===== config.mk =====
export PLATFORM = sky130hd
export DESIGN_NAME = sparse_euclidean_distance
export DESIGN_NICKNAME = d
export VERILOG_FILES = /design/src/rtl/core/sed_pkg.sv /design/src/rtl/core/sed_ctrl.sv /design/src/rtl/core/sed_dp.sv /design/src/rtl/core/sparse_euclidean_distance.sv
export SDC_FILE = /design/constraint.sdc
export NUM_CORES = 2
export LEC_CHECK = 0
export ABC_AREA = 0
export BUFFER_PORTS_ARGS = -buffer_cell sky130_fd_sc_hd__buf_2
export CAP_MARGIN = 25
export CORE_ASPECT_RATIO = 1.75
export CORE_UTILIZATION = 59
export CTS_CLUSTER_DIAMETER = 120
export CTS_CLUSTER_SIZE = 20
export DETAILED_ROUTE_END_ITERATION = 10
export PLACE_DENSITY = 0.79
export SYNTH_ARGS = -nofsm -noshare
export SYNTH_HDL_FRONTEND = slang
export SYNTH_HIERARCHICAL = 1
export SYNTH_SLANG_ARGS = --single-unit

===== constraint.sdc =====
create_clock -name clk -period 6.7 [get_ports clk]
set_input_delay 1.005 -clock clk [delete_from_list [all_inputs] [get_ports clk]]
set_output_delay 1.005 -clock clk [all_outputs]
set_load 0.05 [all_outputs]

===== src/rtl/core/sed_pkg.sv =====
package sed_pkg;

	localparam int SUM_BITS   = 64;
	localparam int DIST_BITS  = 32;
	localparam int ROOT_STEPS = DIST_BITS;
	localparam int STEP_BITS  = $clog2(ROOT_STEPS);

	typedef enum logic [1:0] {
		ST_IDLE,
		ST_MUL,
		ST_ROOT,
		ST_FIN
	} state_t;

	typedef struct packed {
		logic load;
		logic mul;
		logic root_step;
		logic finish;
	} cmd_t;

	typedef struct packed {
		logic root_last;
		logic out_busy;
	} stat_t;

endpackage


===== src/rtl/core/sed_ctrl.sv =====
module sed_ctrl (
	input  logic          clk,
	input  logic          arst_n,
	input  logic          in_valid,
	output logic          in_stall,
	input  logic          end_of_pair,
	input  sed_pkg::stat_t stat,
	output sed_pkg::cmd_t  cmd
);
	import sed_pkg::*;

	state_t state_q;
	state_t state_nxt;

	always_ff @(posedge clk or negedge arst_n) begin
		if (!arst_n) begin
			state_q <= ST_IDLE;
		end else begin
			state_q <= state_nxt;
		end
	end

	always_comb begin
		state_nxt = state_q;
		cmd       = '0;
		in_stall  = 1'b1;
		case (state_q)
			ST_IDLE: begin
				in_stall = 1'b0;
				if (in_valid) begin
					cmd.load  = 1'b1;
					state_nxt = end_of_pair ? ST_ROOT : ST_MUL;
				end
			end
			ST_MUL: begin
				cmd.mul   = 1'b1;
				state_nxt = ST_FIN;
			end
			ST_ROOT: begin
				cmd.root_step = 1'b1;
				if (stat.root_last) begin
					state_nxt = ST_FIN;
				end
			end
			ST_FIN: begin
				// Wait until the output register is free to take this item's result.
				if (!stat.out_busy) begin
					cmd.finish = 1'b1;
					state_nxt  = ST_IDLE;
				end
			end
			default: begin
				state_nxt = ST_IDLE;
			end
		endcase
	end

endmodule


===== src/rtl/core/sed_dp.sv =====
module sed_dp #(
	parameter int INDEX_BITS = 20,
	parameter int VALUE_BITS = 24
) (
	input  logic                          clk,
	input  logic                          arst_n,
	input  sed_pkg::cmd_t                 cmd,
	output sed_pkg::stat_t                stat,
	input  logic                          a_present,
	input  logic [INDEX_BITS-1:0]         a_index,
	input  logic [VALUE_BITS-1:0]         a_value,
	input  logic                          b_present,
	input  logic [INDEX_BITS-1:0]         b_index,
	input  logic [VALUE_BITS-1:0]         b_value,
	input  logic                          end_of_pair,
	output logic                          out_valid,
	input  logic                          out_stall,
	output logic                          take_a,
	output logic                          take_b,
	output logic [sed_pkg::DIST_BITS-1:0] distance,
	output logic                          done_res,
	output logic                          saturated
);
	import sed_pkg::*;

	localparam int SQ_BITS  = 2 * VALUE_BITS;
	localparam int REM_BITS = DIST_BITS + 3;

	logic                  sel_a;
	logic                  sel_b;
	logic [VALUE_BITS-1:0] op;

	logic [VALUE_BITS-1:0] op_q;
	logic                  ta_q;
	logic                  tb_q;
	logic                  end_q;
	logic [SQ_BITS-1:0]    sq_q;

	logic [SUM_BITS-1:0]   sum_q;
	logic                  ovf_q;
	logic [SUM_BITS:0]     sum_ext;
	logic                  ovf;

	logic [SUM_BITS-1:0]   rad_q;
	logic [REM_BITS-1:0]   rem_q;
	logic [DIST_BITS-1:0]  root_q;
	logic [STEP_BITS-1:0]  cnt_q;
	logic [REM_BITS-1:0]   rem_next;
	logic [REM_BITS-1:0]   trial;
	logic                  ge;

	logic                  out_valid_q;

	// Merge decision on the two offered heads.
	always_comb begin
		sel_a = 1'b0;
		sel_b = 1'b0;
		op    = '0;
		if (a_present && b_present) begin
			if (a_index == b_index) begin
				sel_a = 1'b1;
				sel_b = 1'b1;
				op    = (a_value >= b_value) ? (a_value - b_value) : (b_value - a_value);
			end else if (a_index < b_index) begin
				sel_a = 1'b1;
				op    = a_value;
			end else begin
				sel_b = 1'b1;
				op    = b_value;
			end
		end else if (a_present) begin
			sel_a = 1'b1;
			op    = a_value;
		end else if (b_present) begin
			sel_b = 1'b1;
			op    = b_value;
		end
	end

	always_ff @(posedge clk) begin
		if (cmd.load) begin
			op_q  <= op;
			ta_q  <= sel_a & ~end_of_pair;
			tb_q  <= sel_b & ~end_of_pair;
			end_q <= end_of_pair;
		end
		if (cmd.mul) begin
			sq_q <= SQ_BITS'(op_q) * SQ_BITS'(op_q);
		end
	end

	assign sum_ext = {1'b0, sum_q} + (SUM_BITS + 1)'(sq_q);
	assign ovf     = sum_ext[SUM_BITS];

	// Restoring square root, one result bit per step, two radicand bits consumed each step.
	assign rem_next = {rem_q[REM_BITS-3:0], rad_q[SUM_BITS-1 -: 2]};
	assign trial    = {1'b0, root_q, 2'b01};
	assign ge       = (rem_next >= trial);

	always_ff @(posedge clk) begin
		if (cmd.load && end_of_pair) begin
			rad_q  <= sum_q;
			rem_q  <= '0;
			root_q <= '0;
		end else if (cmd.root_step) begin
			rad_q  <= {rad_q[SUM_BITS-3:0], 2'b00};
			rem_q  <= ge ? (rem_next - trial) : rem_next;
			root_q <= {root_q[DIST_BITS-2:0], ge};
		end
	end

	always_ff @(posedge clk or negedge arst_n) begin
		if (!arst_n) begin
			cnt_q <= '0;
		end else if (cmd.load) begin
			cnt_q <= STEP_BITS'(ROOT_STEPS - 1);
		end else if (cmd.root_step) begin
			cnt_q <= cnt_q - STEP_BITS'(1);
		end
	end

	always_ff @(posedge clk or negedge arst_n) begin
		if (!arst_n) begin
			sum_q <= '0;
			ovf_q <= 1'b0;
		end else if (cmd.finish) begin
			if (end_q) begin
				sum_q <= '0;
				ovf_q <= 1'b0;
			end else begin
				sum_q <= ovf ? {SUM_BITS{1'b1}} : sum_ext[SUM_BITS-1:0];
				ovf_q <= ovf_q | ovf;
			end
		end
	end

	always_ff @(posedge clk) begin
		if (cmd.finish) begin
			take_a    <= ta_q;
			take_b    <= tb_q;
			done_res  <= end_q;
			distance  <= end_q ? root_q : '0;
			saturated <= end_q ? ovf_q : (ovf_q | ovf);
		end
	end

	always_ff @(posedge clk or negedge arst_n) begin
		if (!arst_n) begin
			out_valid_q <= 1'b0;
		end else if (cmd.finish) begin
			out_valid_q <= 1'b1;
		end else if (!out_stall) begin
			out_valid_q <= 1'b0;
		end
	end

	assign out_valid      = out_valid_q;
	assign stat.root_last = (cnt_q == '0);
	assign stat.out_busy  = out_valid_q & out_stall;

endmodule


===== src/rtl/core/sparse_euclidean_distance.sv =====
// Channel | Handshake           | Payload
// input   | in_valid, in_stall   | a_present a_index a_value b_present b_index b_value end_of_pair
// output  | out_valid, out_stall | take_a take_b distance done_res saturated
//
// A merge item passes operand select, square in the multiplier, then saturating 64-bit
// accumulate on its way from acceptance to its result register.
// For an end item, the square root unit resolves one result bit per cycle.
// A new item is accepted once the previous one has reached the output register.
// Reset clears the sum, the sticky overflow flag and the handshake state.
// A stalled output holds its item; a finished result waits in its state until the register frees.
module sparse_euclidean_distance #(
	parameter int INDEX_BITS = 20,
	parameter int VALUE_BITS = 24
) (
	input  logic                          clk,
	input  logic                          arst_n,
	input  logic                          in_valid,
	output logic                          in_stall,
	input  logic                          a_present,
	input  logic [INDEX_BITS-1:0]         a_index,
	input  logic [VALUE_BITS-1:0]         a_value,
	input  logic                          b_present,
	input  logic [INDEX_BITS-1:0]         b_index,
	input  logic [VALUE_BITS-1:0]         b_value,
	input  logic                          end_of_pair,
	output logic                          out_valid,
	input  logic                          out_stall,
	output logic                          take_a,
	output logic                          take_b,
	output logic [sed_pkg::DIST_BITS-1:0] distance,
	output logic                          done_res,
	output logic                          saturated
);
	import sed_pkg::*;

	cmd_t  cmd;
	stat_t stat;

	sed_ctrl u_ctrl (
		.clk         (clk),
		.arst_n      (arst_n),
		.in_valid    (in_valid),
		.in_stall    (in_stall),
		.end_of_pair (end_of_pair),
		.stat        (stat),
		.cmd         (cmd)
	);

	sed_dp #(
		.INDEX_BITS (INDEX_BITS),
		.VALUE_BITS (VALUE_BITS)
	) u_dp (
		.clk         (clk),
		.arst_n      (arst_n),
		.cmd         (cmd),
		.stat        (stat),
		.a_present   (a_present),
		.a_index     (a_index),
		.a_value     (a_value),
		.b_present   (b_present),
		.b_index     (b_index),
		.b_value     (b_value),
		.end_of_pair (end_of_pair),
		.out_valid   (out_valid),
		.out_stall   (out_stall),
		.take_a      (take_a),
		.take_b      (take_b),
		.distance    (distance),
		.done_res    (done_res),
		.saturated   (saturated)
	);

endmodule


==> results.cfg <==
[cts]
clkTransAtPathRegs_ps = 100
worstSkewPairLatency_ps = 550
cts_hold_buf = 0
cts_buffers = 19
cts_num_sinks = 312
cts_tree = done
cts_root_buf = clkbuf_16
htree_levels = 1
cts_max_path_buffers = 3

[floorplanning]
io_pins = 133
die_h_um = 332
fp.coreArea_mm2 = 0.0614
die_area_mm2 = 0.0634
placementRows = 120
die_w_um = 191
start_util = 0.599

[worst_setup_path]
slowest_delay_ps = 550
worst_setup_path_end_kind = flip-flop
path_max_fanout = 4
critical_path_buf_inv_count = 6
critPathArrivalTime_ps = 7500
required_ps = 6970
cp_slowest_cell = fa_1
worstSetupPathType = reg -> reg
startpoint_type = flip-flop
cpMostUsedCell = fa_1
crit_family = adder cells

[timing]
finalSetupViolCount = 19
fin_skew_ps = 26.8
worst_pin_slew_ps = 1090
setup_ws_ps = -530
hold_violations = 0
relSlewSlack = 0.270
finalSetupTns_ps = -6510
fmax_mhz = 138
rsz0062_at_grt = true
slew_viol_final = 0
final.min_clock_period_ps = 7230
post-route-period-util = 1.08

[route]
wl_per_cell_um = 18.9
drc = 0
routed_via_density = 5.79
drtAntennaViolNets = 0
vias = 29800
drt_iter0_markers = 1854
dr.pass1.iters = 7
routed_wl_um = 97500

[synthesis]
yosysWarnings = 6
synth.distinct_cells = 104
synth_area_mm2 = 0.0368
synthFlopType = edfxtp_1
synthArstFlopShare = 0.234
synth_edf_count = 174
synth-seq-cells = 312
syn_nets = 4921
syn_inst = 4064
yosysSeqAreaShare = 0.227
synth_largest_type_area_fraction = 0.234
ys_top_cells_by_area = fa_1 (23%), edfxtp_1 (14%), ha_1 (11%), inv_1 (7.6%), dfrtp_1 (5.0%)
synth_top_area_cell = fa_1
avgSynthCellArea_um2 = 9.05

[layout]
diodes = 0
nets = 5202
area_growth_pct = 12.6
finalInstanceArea_mm2 = 0.0414
fin_util = 0.674
drive_gt1_frac = 0.154

[job]
drv_cap = 0

[status]
violations = setup timing
status = finished with violations

[grt]
grt_pass1_wl_um = 157000
grt_pass1_vias = 32200
grt_max_degree = 83
antenna_found_initial = 0
grt.total_usage = 0.312
overflow = 0

[place]
placed_cell_area_mm2 = 0.0399
place_congestion = 0.996
dpl.hpwl_um = 78100
numPortBuffers = 132

[min_path]
hold_path_class = in -> async
-- cell families after synthesis --
kind of cell               after synthesis  share of synthesized area
AOI/OAI and AO/OA                      784                      0.135
xor gates and xnor gates               146                     0.0348
adders and majority gates              762                      0.347
buffers and inverters                  909                     0.0936
DFF                                    312                      0.227
muxes                                   95                     0.0271
and+or+nand+nor                       1056                      0.136
-- path summary, 6_finish.rpt --
| kind | startpoint | end | slack (ps) | depth (start not counted) |
|---|---|---|---|---|
| setup reg to reg | u_dp/op_q[4]$_DFFE_PP_ | u_dp/sq_q[33]$_DFFE_PP_ | -530 | 25 |
| setup / recovery | u_dp/op_q[4]$_DFFE_PP_ | u_dp/sq_q[33]$_DFFE_PP_ | -530 | 25 |
| hold / removal | arst_n | u_dp/sum_q[17]$_DFFE_PN0P_ | 340 | 1 |
| min in group clk | u_dp/sum_q[58]$_DFFE_PN0P_ | u_dp/sum_q[58]$_DFFE_PN0P_ | 490 | 1 |
| hold reg to reg | u_dp/sum_q[58]$_DFFE_PN0P_ | u_dp/sum_q[58]$_DFFE_PN0P_ | 490 | 1 |
| max in group asynchronous | arst_n | u_dp/sum_q[43]$_DFFE_PN0P_ | 5270 | 2 |
-- cells in the final DEF (no fill, tap or decap), drive strengths merged, types with 73 or more instances in the layout --
master / count
fa: 430
xnor2: 87
inv: 743
dfrtp: 73
edfxtp: 174
a21oi: 263
ha: 332
buf: 427
nor2: 196
and2: 144
a21o: 88
o21ai: 195
nand2: 457
-- synthesized netlist by cell type, types with 10 or more instances --
master,instances
nor2_1,194
fa_1,430
o21bai_1,23
nor2b_1,31
buf_1,11
buf_2,13
a211oi_1,20
and2_1,143
inv_1,740
o21ai_0,184
o22ai_1,13
edfxtp_1,174
a21oi_1,262
o21a_1,21
and3_1,24
xor2_1,59
a21o_1,87
nand4_1,32
mux2i_1,60
o211ai_1,17
clkbuf_1,139
xnor2_1,87
nand3_1,42
dfxtp_1,65
dfrtp_1,73
nand2b_1,33
mux2_2,35
nor3_1,37
o31ai_1,10
nand2_1,456
a31oi_1,28
ha_1,332
-- area by class of cell --
class / count / area [um2]
tap: 793 / 992
fill: 4732 / 20000
sequential: 312 / 8350
multi-input combinational: 2843 / 25600
inverter: 742 / 2790
clock inverter: 1 / 8.76
timing repair buffer: 427 / 3120
clock buffer: 32 / 524
-- worst reg2reg max path: cells and delay by family, from the launching register on --
| kind | cells | cell delay [ps] |
|---|---|---|
| simple gates | 7 | 1500 |
| buf+inv | 6 | 680 |
| fa+ha+maj | 8 | 3350 |
| flops | 1 | 470 |
| compound gates | 4 | 950 |
-- what timing repair did --
action / 4_1_cts / 5_1_grt
cloned: 0 / 0
resized for setup: 70 / 92
pin swaps: 54 / 64
endpoints found under the setup margin: 19 / 25
buffers inserted: 34 / 21
-- per-stage QoR --
| stage | instances | hold WS, ps | setup slack (ps) |
|---|---|---|---|
| after floorplan | 4064 | 400 | -1.72 |
| after global placement | 5064 | 470 | -656 |
| after detailed placement | 5065 | 475 | -760 |
| after CTS | 5132 | 325 | -528 |
| after global routing | 5150 | 343 | -681 |
| final | 5150 | 338 | -530 |
-- metal layers --
layer / routed length [um] / vias up / track usage / share of wire
met4: 6680 / 0 / 0.192 / 0.069
met2: 53900 / 1101 / 0.612 / 0.55
met3: 4030 / 426 / 0.0256 / 0.041
met1: 32900 / 14500 / 0.308 / 0.34
li1: - / 13800 / - / -
met5: 0 / - / 0 / 0
-- registers in the layout, indices dropped and copies added (netlist names), 2 cells and up --
name and count:
u_ctrl/state_q 2, u_dp/cnt_q 5, u_dp/distance 32, u_dp/op_q 24
u_dp/rad_q 64, u_dp/rem_q 33, u_dp/root_q 32, u_dp/sq_q 47
u_dp/sum_q 64
Power is not shown: default switching activity piles up to over one toggle a cycle in this logic, so the estimate is an artifact.
